--- src/rtl/core/arbe_pkg.sv ---
// ----------------------------------------------------------------------------
// arbe_pkg
// Types and constants shared by the alternating run bit expander.
// ----------------------------------------------------------------------------
package arbe_pkg;

  localparam int unsigned PIX_W = 8;
  localparam logic [2:0]  SLOT_MSB = 3'd7;

  typedef struct packed {
    logic [7:0] run_length;
    logic       end_of_frame;
  } arbe_in_t;

  typedef struct packed {
    logic [7:0] pixel_byte;
    logic       last_of_item;
    logic       frame_done;
  } arbe_out_t;

  typedef enum logic {
    ST_IDLE,
    ST_RUN
  } arbe_state_e;

  // result of one pass of the fill unit
  typedef struct packed {
    logic [7:0] partial;
    logic [2:0] slot;
    logic       full;
  } arbe_fill_t;

endpackage

--- src/rtl/core/arbe_fill_unit.sv ---
// ----------------------------------------------------------------------------
// arbe_fill_unit
// Places up to one byte's worth of pixels of the current color into the
// accumulator and reports how many pixels of the run are left.
// ----------------------------------------------------------------------------
module arbe_fill_unit #(
  parameter int unsigned RUN_BITS = 8
) (
  input  logic [7:0]          partial_i,
  input  logic [2:0]          slot_i,
  input  logic                color_i,
  input  logic [RUN_BITS-1:0] remain_i,
  output logic [RUN_BITS-1:0] remain_o,
  output arbe_pkg::arbe_fill_t fill_o
);

  localparam int unsigned CW = (RUN_BITS > 4) ? RUN_BITS : 4;

  logic [CW-1:0] remain_ext;
  logic [CW-1:0] avail_ext;
  logic [CW-1:0] remain_sub;
  logic [3:0]    avail;
  logic [3:0]    take;
  logic [7:0]    mask;

  assign avail      = {1'b0, slot_i} + 4'd1;
  assign remain_ext = CW'(remain_i);
  assign avail_ext  = CW'(avail);
  assign take       = (remain_ext >= avail_ext) ? avail : remain_ext[3:0];
  assign remain_sub = remain_ext - CW'(take);
  assign remain_o   = remain_sub[RUN_BITS-1:0];

  // pixel positions covered by this pass: slot down to slot - take + 1
  always_comb begin
    for (int j = 0; j < 8; j++) begin
      mask[j] = (3'(j) <= slot_i) && (({1'b0, 3'(j)} + take) >= avail);
    end
  end

  always_comb begin
    fill_o.partial = partial_i | (color_i ? mask : 8'h00);
    fill_o.full    = (take == avail);
    fill_o.slot    = fill_o.full ? arbe_pkg::SLOT_MSB : (slot_i - take[2:0]);
  end

endmodule

--- src/rtl/core/alternating_run_bit_expander.sv ---
// ----------------------------------------------------------------------------
// alternating_run_bit_expander
// Expands alternating black/white run lengths into packed 1 bpp pixel bytes.
// ----------------------------------------------------------------------------
// An accepted run is worked off by a single fill unit that places up to eight
// pixels per cycle. An item is taken while idle, worked off one pass per byte
// it touches and closed by a pass that flips the color or ends the frame; no
// new run is taken until the block is idle again. A pass that completes a byte
// waits while the output register still holds an untaken byte. Each byte
// leaves through a registered output, most significant bit first; the final
// byte of an item carries last_of_item, and an end-of-frame item flushes a
// zero-padded partial byte with frame_done, then restarts black and empty.
module alternating_run_bit_expander #(
  parameter int unsigned RUN_BITS = 8
) (
  input  logic                clk_i,
  input  logic                rst_ni,
  input  logic                in_valid_i,
  output logic                in_stall_o,
  input  arbe_pkg::arbe_in_t  in_data_i,
  output logic                out_valid_o,
  input  logic                out_stall_i,
  output arbe_pkg::arbe_out_t out_data_o
);

  localparam int unsigned CW_EXT = (RUN_BITS > 4) ? RUN_BITS : 4;

  arbe_pkg::arbe_state_e state_q, state_d;

  logic                color_q, color_d;
  logic [2:0]          slot_q, slot_d;
  logic [7:0]          partial_q, partial_d;
  logic [RUN_BITS-1:0] remain_q, remain_d;
  logic                eof_q, eof_d;
  logic                out_valid_q, out_valid_d;
  arbe_pkg::arbe_out_t out_q, out_d;

  logic [RUN_BITS-1:0] run_w;
  logic [RUN_BITS-1:0] remain_nxt;
  arbe_pkg::arbe_fill_t fill;
  logic                out_free;
  logic                run_done;
  logic                need_flush;
  logic                rest_short;

  // keep the low RUN_BITS bits of the run length, zero-extended when RUN_BITS exceeds 8
  always_comb begin
    run_w = '0;
    for (int i = 0; i < RUN_BITS; i++) begin
      if (i < 8) begin
        run_w[i] = in_data_i.run_length[i];
      end
    end
  end

  arbe_fill_unit #(
    .RUN_BITS (RUN_BITS)
  ) u_fill (
    .partial_i (partial_q),
    .slot_i    (slot_q),
    .color_i   (color_q),
    .remain_i  (remain_q),
    .remain_o  (remain_nxt),
    .fill_o    (fill)
  );

  assign out_free   = !out_valid_q || !out_stall_i;
  assign run_done   = (remain_q == '0);
  assign need_flush = eof_q && (slot_q != arbe_pkg::SLOT_MSB);
  // after a full byte the next pass starts at bit 7 and fills a byte only
  // if eight or more pixels remain
  assign rest_short = (CW_EXT'(remain_nxt) < CW_EXT'(arbe_pkg::PIX_W));

  // next state
  always_comb begin
    state_d = state_q;
    case (state_q)
      arbe_pkg::ST_IDLE: begin
        if (in_valid_i) begin
          state_d = arbe_pkg::ST_RUN;
        end
      end
      arbe_pkg::ST_RUN: begin
        if (run_done && (!need_flush || out_free)) begin
          state_d = arbe_pkg::ST_IDLE;
        end
      end
      default: state_d = arbe_pkg::ST_IDLE;
    endcase
  end

  // datapath and output register control
  always_comb begin
    color_d     = color_q;
    slot_d      = slot_q;
    partial_d   = partial_q;
    remain_d    = remain_q;
    eof_d       = eof_q;
    out_valid_d = out_valid_q && out_stall_i;
    out_d       = out_q;
    case (state_q)
      arbe_pkg::ST_IDLE: begin
        if (in_valid_i) begin
          remain_d = run_w;
          eof_d    = in_data_i.end_of_frame;
        end
      end
      arbe_pkg::ST_RUN: begin
        if (!run_done) begin
          if (out_free || !fill.full) begin
            remain_d = remain_nxt;
            slot_d   = fill.slot;
            if (fill.full) begin
              partial_d          = '0;
              out_valid_d        = 1'b1;
              out_d.pixel_byte   = fill.partial;
              out_d.last_of_item = rest_short && (!eof_q || (remain_nxt == '0));
              out_d.frame_done   = eof_q && (remain_nxt == '0);
            end else begin
              partial_d = fill.partial;
            end
          end
        end else if (eof_q) begin
          if (!need_flush || out_free) begin
            if (need_flush) begin
              out_valid_d        = 1'b1;
              out_d.pixel_byte   = partial_q;
              out_d.last_of_item = 1'b1;
              out_d.frame_done   = 1'b1;
            end
            color_d   = 1'b0;
            slot_d    = arbe_pkg::SLOT_MSB;
            partial_d = '0;
          end
        end else begin
          color_d = !color_q;
        end
      end
      default: ;
    endcase
  end

  always_ff @(posedge clk_i or negedge rst_ni) begin
    if (!rst_ni) begin
      state_q     <= arbe_pkg::ST_IDLE;
      color_q     <= 1'b0;
      slot_q      <= arbe_pkg::SLOT_MSB;
      partial_q   <= '0;
      out_valid_q <= 1'b0;
    end else begin
      state_q     <= state_d;
      color_q     <= color_d;
      slot_q      <= slot_d;
      partial_q   <= partial_d;
      out_valid_q <= out_valid_d;
    end
  end

  always_ff @(posedge clk_i) begin
    remain_q <= remain_d;
    eof_q    <= eof_d;
    out_q    <= out_d;
  end

  assign in_stall_o  = (state_q != arbe_pkg::ST_IDLE);
  assign out_valid_o = out_valid_q;
  assign out_data_o  = out_q;

endmodule
--- config.mk ---
export PLATFORM = sky130hd
export DESIGN_NAME = alternating_run_bit_expander
export DESIGN_NICKNAME = d
export VERILOG_FILES = /design/src/rtl/core/arbe_pkg.sv /design/src/rtl/core/arbe_fill_unit.sv /design/src/rtl/core/alternating_run_bit_expander.sv
export SDC_FILE = /design/constraint.sdc
export NUM_CORES = 1
export LEC_CHECK = 0
export BUFFER_PORTS_ARGS = -buffer_cell sky130_fd_sc_hd__buf_2
export CAP_MARGIN = 5
export CORE_UTILIZATION = 55
export CTS_BUF_LIST = sky130_fd_sc_hd__clkbuf_4 sky130_fd_sc_hd__clkbuf_8
export CTS_CLUSTER_DIAMETER = 60
export DETAILED_ROUTE_END_ITERATION = 16
export PLACE_DENSITY = 0.75
export SETUP_SLACK_MARGIN = 0.02
export SYNTH_ARGS = -nofsm -noshare
export SYNTH_HDL_FRONTEND = slang
export SYNTH_HIERARCHICAL = 1
export SYNTH_SLANG_ARGS = --single-unit
--- constraint.sdc ---
create_clock -name clk_i -period 5.48 [get_ports clk_i]
set_clock_uncertainty 0.2 [all_clocks]
set_input_delay 0.548 -clock clk_i [delete_from_list [all_inputs] [get_ports clk_i]]
set_output_delay 0.548 -clock clk_i [all_outputs]
set_load 0.01 [all_outputs]
# Yosys cells after proc, flatten, opt, wreduce, memory -nomap -nowiden
# Cells that the tools add are included.
dict set report classes {
  add_sub_neg 10
  magnitude_cmp 18
  eq_ne 9
  muxes 34
  bitwise 2
  n_reduce_logical 32
}
# cell count
set ops {}
lappend ops {{two-way mux 8 bit} 9}
lappend ops {{two-way mux 10 bit} 6}
lappend ops {{greater-or-equal comparator 4 bit} 8}
lappend ops {{adder 3 x 4 -> 4 bit, first input constant} 4}
lappend ops {{logical NOT 8 bit} 2}
lappend ops {{case mux 8 bit (2 select lines)} 1}
lappend ops {{two-way mux 3 bit} 5}
lappend ops {{logical AND 1 bit} 13}
lappend ops {{<= comparator 3 bit, first input constant} 4}
lappend ops {{two-way mux 1 bit} 11}
lappend ops {{adder 2 x 4 -> 4 bit, first input constant} 2}
lappend ops {{greater-or-equal comparator 8 x 4 -> 1 bit} 1}
lappend ops {{less-than comparator 8 x 4 -> 1 bit, second input constant} 1}
lappend ops {{inequality test 2 x 1 -> 1 bit, second input constant} 4}
lappend ops {{OR 8 bit} 1}
lappend ops {{subtractor 8 x 4 -> 8 bit} 1}
lappend ops {{<= comparator 1 x 3 -> 1 bit, first input constant} 2}
lappend ops {{<= comparator 2 x 3 -> 1 bit, first input constant} 2}
lappend ops {{logical NOT 1 bit} 6}
lappend ops {{inequality test 2 bit, second input constant} 3}
lappend ops {{AND reduction 3 bit} 2}
lappend ops {{AND reduction 6 bit} 1}
lappend ops {{adder 1 x 4 -> 4 bit, first input constant} 1}
lappend ops {{adder 3 x 1 -> 4 bit, second input constant} 1}
lappend ops {{other kinds (10)} 14}
dict set report totals {
  regBits 33
  input_bits 13
  output_inout_bits 12
  word_cells 115
}

# Depth between registers and ports, before layout
# Gate-level depths: netlist of the first run.
dict set report logic_depth {
  word_depth 11
  mapped_depth 18
  depth_no_buf 17
}

# Modules after synthesis
# The synthesis of the first run kept the hierarchy.
# mod n_inst cells_per_inst area_per_inst_um2
set modules_own_cells {}
lappend modules_own_cells {alternating_run_bit_expander 1 97 1445.1}
lappend modules_own_cells {arbe_fill_unit 1 181 1386.3}

# Worst setup path after synthesis of the first run
# No wires, ideal clock.
dict set report synth_path {
  path_type {register to register}
  startpoint {register slot_q[2]}
  endpoint {register out_q, in the netlist out_data_o[0] (data pin)}
  setup_ps 188
  t_arrival_ps 4507
  required_ps 5092
  setup_slack_ps 585
  stages_incl_launch_ff 17
  n_path_buf 1
  period_less_slack_ps 4895
  path_cell_list {dfstp_2 -> clkbuf_1 -> nand3_1 -> ha_1 -> or2_2 -> a311o_1 -> a21o_4 -> mux2_2 -> inv_1 -> ha_1 -> nor2b_1 -> o21ai_0 -> a21boi_0 -> nor3_1 -> xor2_1 -> or4_1 -> o41ai_1}
}
dict set report synth_via {
  elab_chain_len 9
}
# item line_no
set synth_lines {}
lappend synth_lines {{start, declared} alternating_run_bit_expander.sv:31} ;# logic [2:0] slot_q, slot_d;
lappend synth_lines {{start signal, assigned} alternating_run_bit_expander.sv:147} ;# slot_q <= arbe_pkg::SLOT_MSB;
lappend synth_lines {{start signal, assigned} alternating_run_bit_expander.sv:153} ;# slot_q <= slot_d;
lappend synth_lines {{adder 3 x 1 -> 4 bit (*)} arbe_fill_unit.sv:26} ;# assign avail = {1'b0, slot_i} + 4'd1;
lappend synth_lines {{greater-or-equal comparator 8 x 4 -> 1 bit} arbe_fill_unit.sv:29} ;# assign take = (remain_ext >= avail_ext) ? avail : remain_ext[3:0];
lappend synth_lines {{two-way mux 4 bit (*)} arbe_fill_unit.sv:29}
lappend synth_lines {{subtractor 8 x 4 -> 8 bit (*)} arbe_fill_unit.sv:30} ;# assign remain_sub = remain_ext - CW'(take);
lappend synth_lines {{named net remain_nxt[5]} alternating_run_bit_expander.sv:39} ;# logic [RUN_BITS-1:0] remain_nxt;
lappend synth_lines {{logical NOT 8 bit (*)} alternating_run_bit_expander.sv:118} ;# out_d.frame_done = eof_q && (remain_nxt == '0);
lappend synth_lines {{logical AND 1 bit (*)} alternating_run_bit_expander.sv:118}
lappend synth_lines {{two-way mux 10 bit (*)} alternating_run_bit_expander.sv:113} ;# if (fill.full) begin
lappend synth_lines {{two-way mux 10 bit (*)} alternating_run_bit_expander.sv:110} ;# if (out_free || !fill.full) begin
lappend synth_lines {{two-way mux 10 bit (*)} alternating_run_bit_expander.sv:109} ;# if (!run_done) begin
lappend synth_lines {{end signal, assigned} alternating_run_bit_expander.sv:162} ;# out_q <= out_d;
lappend synth_lines {{end, declared} alternating_run_bit_expander.sv:36} ;# arbe_pkg::arbe_out_t out_q, out_d;
# The timed path passes the listed nets; every way through them passes the cells marked *. The select of a mux whose other input is x is not followed.
# A chain may end at the register's enable or synchronous reset.

# Worst setup path after layout of the first run
dict set report layout_path {
  startpoint {register slot_q[0]}
  endpoint {register out_q, in the netlist out_data_o[0] (data pin)}
}
# Same word-level chain as after synthesis.

==> results of run 1 <==
flip-flops by register name (all words and copies together), names as in the netlist:
register,count
out_valid_o,1
eof_q,1
out_data_o,10
partial_q,8
in_stall_o,1
slot_q,3
remain_q,8
color_q,1
cell type report:
type | instances | share of cell area
clock buffers | 6 | 0.0246
clock inverters | 2 | 0.00323
inverters | 27 | 0.0327
multi-input cells | 208 | 0.565
flip-flops and latches | 33 | 0.298
well taps | 67 | 0.0270
repair buffers | 28 | 0.0493
synthesized netlist by cell type (all sizes together) (7+ instances only):
library cell	instances	area [µm²]
a21oi	14	70.1
dfrtp	11	275
xor2	10	87.6
mux2	19	218
o21ai	11	55.1
inv	27	101
nand2	18	67.6
ha	34	425
o21bai	7	52.6
edfxtp	19	571
a21o	8	70.1
a22o	9	80.1
stage by stage:
step / setup slack, ps / hold WS [ps]
finish: 499 / 245
floorplan: 585 / 52.4
CTS: 556 / 248
global route: 187 / 236
detailed placement: 583 / 268
global placement: 813 / 264
logic make-up after synthesis:
group                      count (synthesis)
xor gates and xnor gates                  16
and+or+nand+nor                           56
adders and majority gates                 39
muxes                                     19
AOI/OAI and AO/OA                         78
DFF                                       33
buffers and inverters                     37
routing by layer:
layer / track usage / vias to the layer above
met3: 0.0398 / 13
met1: 0.333 / 1031
met2: 0.428 / 80
li1: - / 1070
met4: 0.109 / 0
met5: 0 / -
final timing paths:
kind | slack (ps) | cells after the start | endpoint | start
min reg2reg | 320 | 1 | partial_q[7]$_DFFE_PN0P_ | partial_q[7]$_DFFE_PN0P_
min in group asynchronous | 490 | 2 | partial_q[3]$_DFFE_PN0P_ | rst_ni
max in group asynchronous | 4290 | 2 | slot_q[1]$_DFFE_PN1P_ | rst_ni
max | 500 | 15 | out_data_o[0]$_SDFFCE_PN1P_ | slot_q[0]$_DFFE_PN1P_
max reg2reg | 500 | 15 | out_data_o[0]$_SDFFCE_PN1P_ | slot_q[0]$_DFFE_PN1P_
min | 250 | 1 | eof_q$_DFFE_PP_ | in_data_i[0]
report_power, final:
group          leakage [µW]  switching [µW]  internal (µW)  total [µW]
logic              0.000963             513            451         964
clock network     0.0000484            87.6           92.9         181
registers          0.000344             118            429         546
critical path, cell delays in order (launching register included):
cell	delay (ps)
dfstp_2	660
ha_1	200
ha_1	290
inv_1	190
a311o_1	460
a21o_4	240
mux2_2	350
inv_1	240
ha_1	280
nor2b_1	130
o21ai_0	210
a21boi_0	180
nor3_1	200
xor2_1	100
or4_1	520
o41ai_1	330
==> impl_metrics.toml, run 1 <==
[placed_design]
finalWeightedCongestion = 0.933
dp.final_hpwl_um = 4760
port_buffers = 24
placed_cells = 362
place_area_mm2 = 0.00300

[critical_path]
critical_path.max_fanout = 13
cp_data_arrival_time_ps = 4870
start_kind = "register"
end_kind = "register"
path_class = "reg2reg"
cp.required_ps = 5370

[pwr]
p_per_area_mw_per_mm2 = 546
irDropWorstVdd_mv = 0.329
total_power_uw = 1690
p_leak_uw = 0.00136

[sta]
setup_violations = 0
timing.slew.headroom = 0.658
finalSetupTns_ps = 0
slew_viol_final = 0
max_freq_ghz = 0.201
finalHoldViolCount = 0
grt_setup_unrepaired = "false"
tightest_slew_ps = 511
final.period_utilization = 0.909
post-route-min-period_ps = 4980

[run]
drv_cap = 0

[finish]
multiInputGateArea_mm2 = 0.00175
layout_commonest_cell = "ha_1"
insertedDiodeCount = 0
drive_gt1_frac = 0.224
final_cell_area_mm2 = 0.00310
area_delta_synth_final_pct = 9.46
n_fill_cell = 409
postLayoutCoreUtil = 0.639
stdcell_count = 371
final-seq-area_um2 = 925
layout.nets = 352
layout_common_cells = "ha_1 (34), inv_1 (27), buf_2 (24)"

[floorplanning]
dieHeight_um = 73.8
pin_count = 25
fp-row-count = 25
initial_core_util = 0.584
core-area_mm2 = 0.00485
dieArea_mm2 = 0.00544
die-width_um = 73.8

[synthesis]
synth_top_family_by_area = "compound AO/OA/AOI/OAI gates"
synth_xor_area_frac = 0.0495
synth-compound-area-share = 0.204
syn_avg_cell_area_um2 = 10.2
synth_edf_count = 19
syn_inst = 278
synth_cell_types = 54
yosys.area_share.simple = 0.113
seq_area_frac_synth = 0.327
ys.flop_type = "edfxtp_1"
synth-adder-area-share = 0.175
syn_nets = 327
yosysWarningCount = 6
synth_seq_cells = 33
async_flop_share = 0.424
synthesis.area_mm2 = 0.00283
synth.area.mux_share = 0.0769

[cts]
cts_buffers = 5
insertion_delay_ps = 280
post_cts_resized = 0
cts_tree = "done"
root_buffer = "clkbuf_8"
cts.path.max_buffers = 2
clk_pin_slew_ps = 70
cts_sinks = 33
postCtsSetupBuffers = 0
htree_levels = 2
postCtsHoldBufs = 1

[drt]
wl_met1_um = 2740
antenna_left = 0
via_per_inst = 5.91
top_layer = "met4"
drc = 0
wire_per_inst_um = 16.7
initialDrtViolationCount = 165
drtPass1Iterations = 4
vias = 2194
totalWireLength_um = 6190
wl_met3_um = 318
wl_met2_um = 2940

[global_routing]
overflow = 0
grt_pass1_wl_um = 10400
antenna_found_initial = 0
grt_max_degree = 16
grt_pass1_vias = 2231
grtUsageTotal = 0.258

[hold_path]
hold_class = "in2reg"

[status]
status = "completed"
(Power assumes the default switching activity.)
==> run 2, diff against run 1 <==
--- a/config.mk
+++ b/config.mk
@@ -11,6 +11,7 @@
 export CTS_BUF_LIST = sky130_fd_sc_hd__clkbuf_4 sky130_fd_sc_hd__clkbuf_8
 export CTS_CLUSTER_DIAMETER = 60
 export DETAILED_ROUTE_END_ITERATION = 16
+export MAX_ROUTING_LAYER = met4
 export PLACE_DENSITY = 0.75
 export SETUP_SLACK_MARGIN = 0.02
 export SYNTH_ARGS = -nofsm -noshare
==> impl_metrics.toml, run 2 (synthesis results as in run 1) <==
[status]
status = "completed"

[placed_design]
port_buffers = 24
dp.final_hpwl_um = 4680
finalWeightedCongestion = 0.925
place_ws_ps = 567

[sta]
timing.slew.headroom = 0.648
tightest_slew_ps = 526
setup_slack_ps = 434
finalHoldViolCount = 0
grt_setup_unrepaired = "false"
whs_ps = 247
max_freq_ghz = 0.198
final.period_utilization = 0.921
finalSetupTns_ps = 0
setup_violations = 0
post-route-min-period_ps = 5050
slew_viol_final = 0

[cts]
htree_levels = 2
cts.path.max_buffers = 2
cts_tree = "done"
postCtsSetupBuffers = 0
clk_pin_slew_ps = 70
root_buffer = "clkbuf_8"
cts_sinks = 33
cts_buffers = 5
insertion_delay_ps = 280

[critical_path]
cp.required_ps = 5330
rrSetupSlack_ps = 430
r2r-end = "out_data_o[0]$_SDFFCE_PN1P_"
critPathLaunch = "slot_q[0]$_DFFE_PN1P_"
crit_end = "out_data_o[0]$_SDFFCE_PN1P_"
end_kind = "register"
start_kind = "register"
critical_path.max_fanout = 13
reg2regPathDepth = 15
cp_data_arrival_time_ps = 4900
path_class = "reg2reg"
regToRegStartpoint = "slot_q[0]$_DFFE_PN1P_"

[drt]
drtPass1Iterations = 4
antenna_left = 0
totalWireLength_um = 6030
drc = 0
vias = 2171
via_per_inst = 5.85
initialDrtViolationCount = 130
wire_per_inst_um = 16.3

[floorplanning]
dieArea_mm2 = 0.00544
fp-row-count = 25
core-area_mm2 = 0.00485
initial_core_util = 0.584
pin_count = 25
dieHeight_um = 73.8
die-width_um = 73.8

[pwr]
p_int_uw = 978
irDropWorstVdd_mv = 0.352
pwr-share-seq = 0.323
p_per_area_mw_per_mm2 = 546
switchingPower_uw = 714
clockPowerShare = 0.107
p_comb_frac = 0.570
p_leak_uw = 0.00135
switching_share = 0.422

[finish]
area_delta_synth_final_pct = 9.50
multiInputGateArea_mm2 = 0.00175
n_fill_cell = 389
drive_gt1_frac = 0.220
insertedDiodeCount = 0
largest_register_ffs = 10
layout.nets = 352
final-seq-area_um2 = 925
layout_common_cells = "ha_1 (34), inv_1 (27), buf_2 (24)"
layout_commonest_cell = "ha_1"

[global_routing]
grt_pass1_vias = 2136
antenna_found_initial = 0
grt_max_degree = 16
grt_pass1_wl_um = 10000
grtUsageTotal = 0.258
overflow = 0

[run]
drv_cap = 0

[hold_path]
hold_class = "in2reg"
## run 2: cell count changes in the layout (fill, tap and decap cells not counted), sizes merged
cell | previous run | this run
clkbuf | 6 | 7
clkinv | 2 | 1
## run 2: power by group through the flow
stage	Clock [µW]	Combinational (µW)	Sequential (µW)
4_1_cts	185	961	547
3_3_place_gp	0	938	549
5_1_grt	191	1080	564
3_5_place_dp	0	957	552
6_report	181	964	547
2_1_floorplan	0	745	525
## run 2: how the worst min path moves through the flow
stage | start | end | cells past startpoint
global route | in_data_i[0] | eof_q$_DFFE_PP_ | 1
CTS | in_data_i[0] | eof_q$_DFFE_PP_ | 1
floorplan | rst_ni | color_q$_DFFE_PN0P_ | 0
global placement | rst_ni | partial_q[3]$_DFFE_PN0P_ | 1
detailed placement | rst_ni | partial_q[3]$_DFFE_PN0P_ | 1
finish | in_data_i[0] | eof_q$_DFFE_PP_ | 1
## run 2: layer usage
layer / track usage / part of all wire
met1: 0.320 / 0.45
met2: 0.428 / 0.49
met3: 0.0370 / 0.041
met4: 0.0940 / 0.024
met5: - / 0
## run 2: cell type report
type | count | share of cell area
inverter | 27 | 0.0327
sequential | 33 | 0.298
multi-input combinational | 208 | 0.565
clock buffer | 7 | 0.0270
timing repair buffer | 28 | 0.0492
clock inverter | 1 | 0.00121
tap | 67 | 0.0270
## run 2: what timing repair did
action | CTS | global route
hold buffers | 1 | 0
gates resized for setup | 0 | 0
endpoints found under the hold margin | 11 | 0
endpoints found under the setup margin | 0 | 0
## run 2: worst max-delay path, stage by stage, from the launching register on
cell      delay [ps]
dfstp_2          650
ha_1             190
ha_1             270
inv_1            180
a311o_1          470
a21o_4           250
mux2_2           350
inv_1            230
ha_1             280
nor2b_1          130
o21ai_0          190
a21boi_0         170
nor3_1           220
xor2_1           120
or4_1            510
o41ai_1          410
## run 2: stage by stage
stage	total power [µW]	utilization	instance area [µm²]	cells
after floorplan	1270	-	2830	278
after global placement	1490	0.619	3000	362
after detailed placement	1510	0.619	3000	362
after CTS	1690	0.639	3100	371
after global routing	1830	0.639	3100	371
final	1690	0.639	3100	371
==> run 3, diff against run 2 <==
--- a/config.mk
+++ b/config.mk
@@ -7,12 +7,13 @@
 export LEC_CHECK = 0
 export BUFFER_PORTS_ARGS = -buffer_cell sky130_fd_sc_hd__buf_2
 export CAP_MARGIN = 5
-export CORE_UTILIZATION = 55
+export CORE_UTILIZATION = 62
 export CTS_BUF_LIST = sky130_fd_sc_hd__clkbuf_4 sky130_fd_sc_hd__clkbuf_8
 export CTS_CLUSTER_DIAMETER = 60
 export DETAILED_ROUTE_END_ITERATION = 16
+export HOLD_SLACK_MARGIN = 0.03
 export MAX_ROUTING_LAYER = met4
-export PLACE_DENSITY = 0.75
+export PLACE_DENSITY = 0.83
 export SETUP_SLACK_MARGIN = 0.02
 export SYNTH_ARGS = -nofsm -noshare
 export SYNTH_HDL_FRONTEND = slang
==> impl_metrics.toml, run 3 (synthesis results as in run 1) <==
[sta]
final.period_utilization = 0.916
timing.slew.headroom = 0.634
finalHoldViolCount = 0
max_freq_ghz = 0.199
grt_setup_unrepaired = "false"
setup_violations = 0
whs_ps = 238
slew_viol_final = 0
post-route-min-period_ps = 5020
finalSetupTns_ps = 0
tightest_slew_ps = 547

[drt]
vias = 2181
initialDrtViolationCount = 113
drtPass1Iterations = 4
wire_per_inst_um = 16.9
antenna_left = 0
via_per_inst = 6.13
totalWireLength_um = 6030
drc = 0

[run]
drv_cap = 0

[cts]
cts.path.max_buffers = 2
postCtsSetupBuffers = 0
insertion_delay_ps = 280
cts_sinks = 33
cts_buffers = 5
htree_levels = 2
root_buffer = "clkbuf_8"
cts_tree = "done"
clk_pin_slew_ps = 70

[placed_design]
finalWeightedCongestion = 0.994
placed_cells = 347
port_buffers = 24
dp.final_hpwl_um = 4760

[floorplanning]
dieArea_mm2 = 0.00484
dieHeight_um = 69.6
core-area_mm2 = 0.00438
initial_core_util = 0.646
die-width_um = 69.6
pin_count = 25
fp-row-count = 24

[critical_path]
path_class = "reg2reg"
crit_family = "compound AO/OA/AOI/OAI gates"
worstPathCellList = "ha_1 > ha_1 > inv_1 > a311o_1 > a21o_4 > mux2_2 > inv_1 > ha_1 > nor2b_1 > o21ai_0 > a21boi_0 > nor3_1 > xor2_1 > or4_1 > o41ai_1"
critical_path.max_fanout = 13
cp.required_ps = 5380
worst_path_max_delay_cell = "dfstp_2"
end_kind = "register"
max_stage_delay_ps = 660
cp_data_arrival_time_ps = 4920
crit_top_cell = "ha_1"
worst-path-buf-inv = 2
start_kind = "register"

[status]
status = "completed"

[pwr]
total_power_uw = 1690
irDropWorstVdd_mv = 0.340
p_per_area_mw_per_mm2 = 549
p_leak_uw = 0.00135

[finish]
insertedDiodeCount = 0
layout.nets = 352
layout_commonest_cell = "ha_1"
n_fill_cell = 334
stdcell_count = 356
largest_register_ffs = 10
layout_common_cells = "ha_1 (34), inv_1 (27), buf_2 (24)"
area_delta_synth_final_pct = 8.79
drive_gt1_frac = 0.224

[global_routing]
grtUsageTotal = 0.280
grt_pass1_wl_um = 10300
grt_pass1_vias = 2167
antenna_found_initial = 0
grt_max_degree = 16
overflow = 0

[hold_path]
hold_class = "in2reg"
==> run 3: changes by cell type in the layout (fill, tap and decap cells not counted), sizes merged <==
| cell | previous run | this run |
|---|---|---|
| clkinv | 1 | 2 |
| clkinvlp | 0 | 1 |
| clkbuf | 7 | 5 |
==> run 3: where the power goes <==
group	total, µW	switching, µW	internal [µW]
logic	963	509	454
clock network	181	93.6	87.6
registers	547	119	429
total	1690	722	970
==> run 3: area by class of cell <==
type                       instances  area, µm²  area share
sequential                        33        925       0.300
clock buffer                       5       68.8      0.0223
inverter                          27        101      0.0329
tap                               52       65.1      0.0211
timing repair buffer              28        153      0.0496
clock inverter                     3       17.5     0.00569
multi-input combinational        208       1750       0.568
==> run 3: final timing paths <==
kind | slack (ps) | end | startpoint | cells after the start
max | 460 | out_data_o[0]$_SDFFCE_PN1P_ | slot_q[0]$_DFFE_PN1P_ | 15
min | 240 | eof_q$_DFFE_PP_ | in_data_i[0] | 1
max reg2reg | 460 | out_data_o[0]$_SDFFCE_PN1P_ | slot_q[0]$_DFFE_PN1P_ | 15
min reg2reg | 320 | partial_q[0]$_DFFE_PN0P_ | partial_q[0]$_DFFE_PN0P_ | 1
max in group asynchronous | 4290 | slot_q[0]$_DFFE_PN1P_ | rst_ni | 2
min in group asynchronous | 490 | partial_q[5]$_DFFE_PN0P_ | rst_ni | 2
==> run 3: routing by layer <==
| layer | track usage | wire (µm) | share of wire |
|---|---|---|---|
| met1 | 0.359 | 2760 | 0.46 |
| met2 | 0.446 | 2940 | 0.49 |
| met3 | 0.0436 | 168 | 0.028 |
| met4 | 0.111 | 168 | 0.028 |
| met5 | - | 0 | 0 |
==> run 3: what timing repair did <==
| item | CTS | global route |
|---|---|---|
| endpoints found under the setup margin | 0 | 0 |
| gates resized for setup | 0 | 0 |
| hold buffers | 1 | 0 |
| hold endpoints to repair | 11 | 0 |
==> run 3: per-stage QoR <==
stage | setup WS (ps) | util | area [µm²]
floorplan | 585 | - | 2830
global placement | 821 | 0.681 | 2980
detailed placement | 558 | 0.681 | 2980
CTS | 507 | 0.703 | 3080
global route | 59.3 | 0.703 | 3080
finish | 461 | 0.703 | 3080
==> run 3: worst register-to-register path, stage by stage (launching register included) <==
cell      delay (ps)
dfstp_2          660
ha_1             190
ha_1             260
inv_1            170
a311o_1          470
a21o_4           250
mux2_2           350
inv_1            240
ha_1             280
nor2b_1          120
o21ai_0          280
a21boi_0         220
nor3_1           220
xor2_1           100
or4_1            500
o41ai_1          310
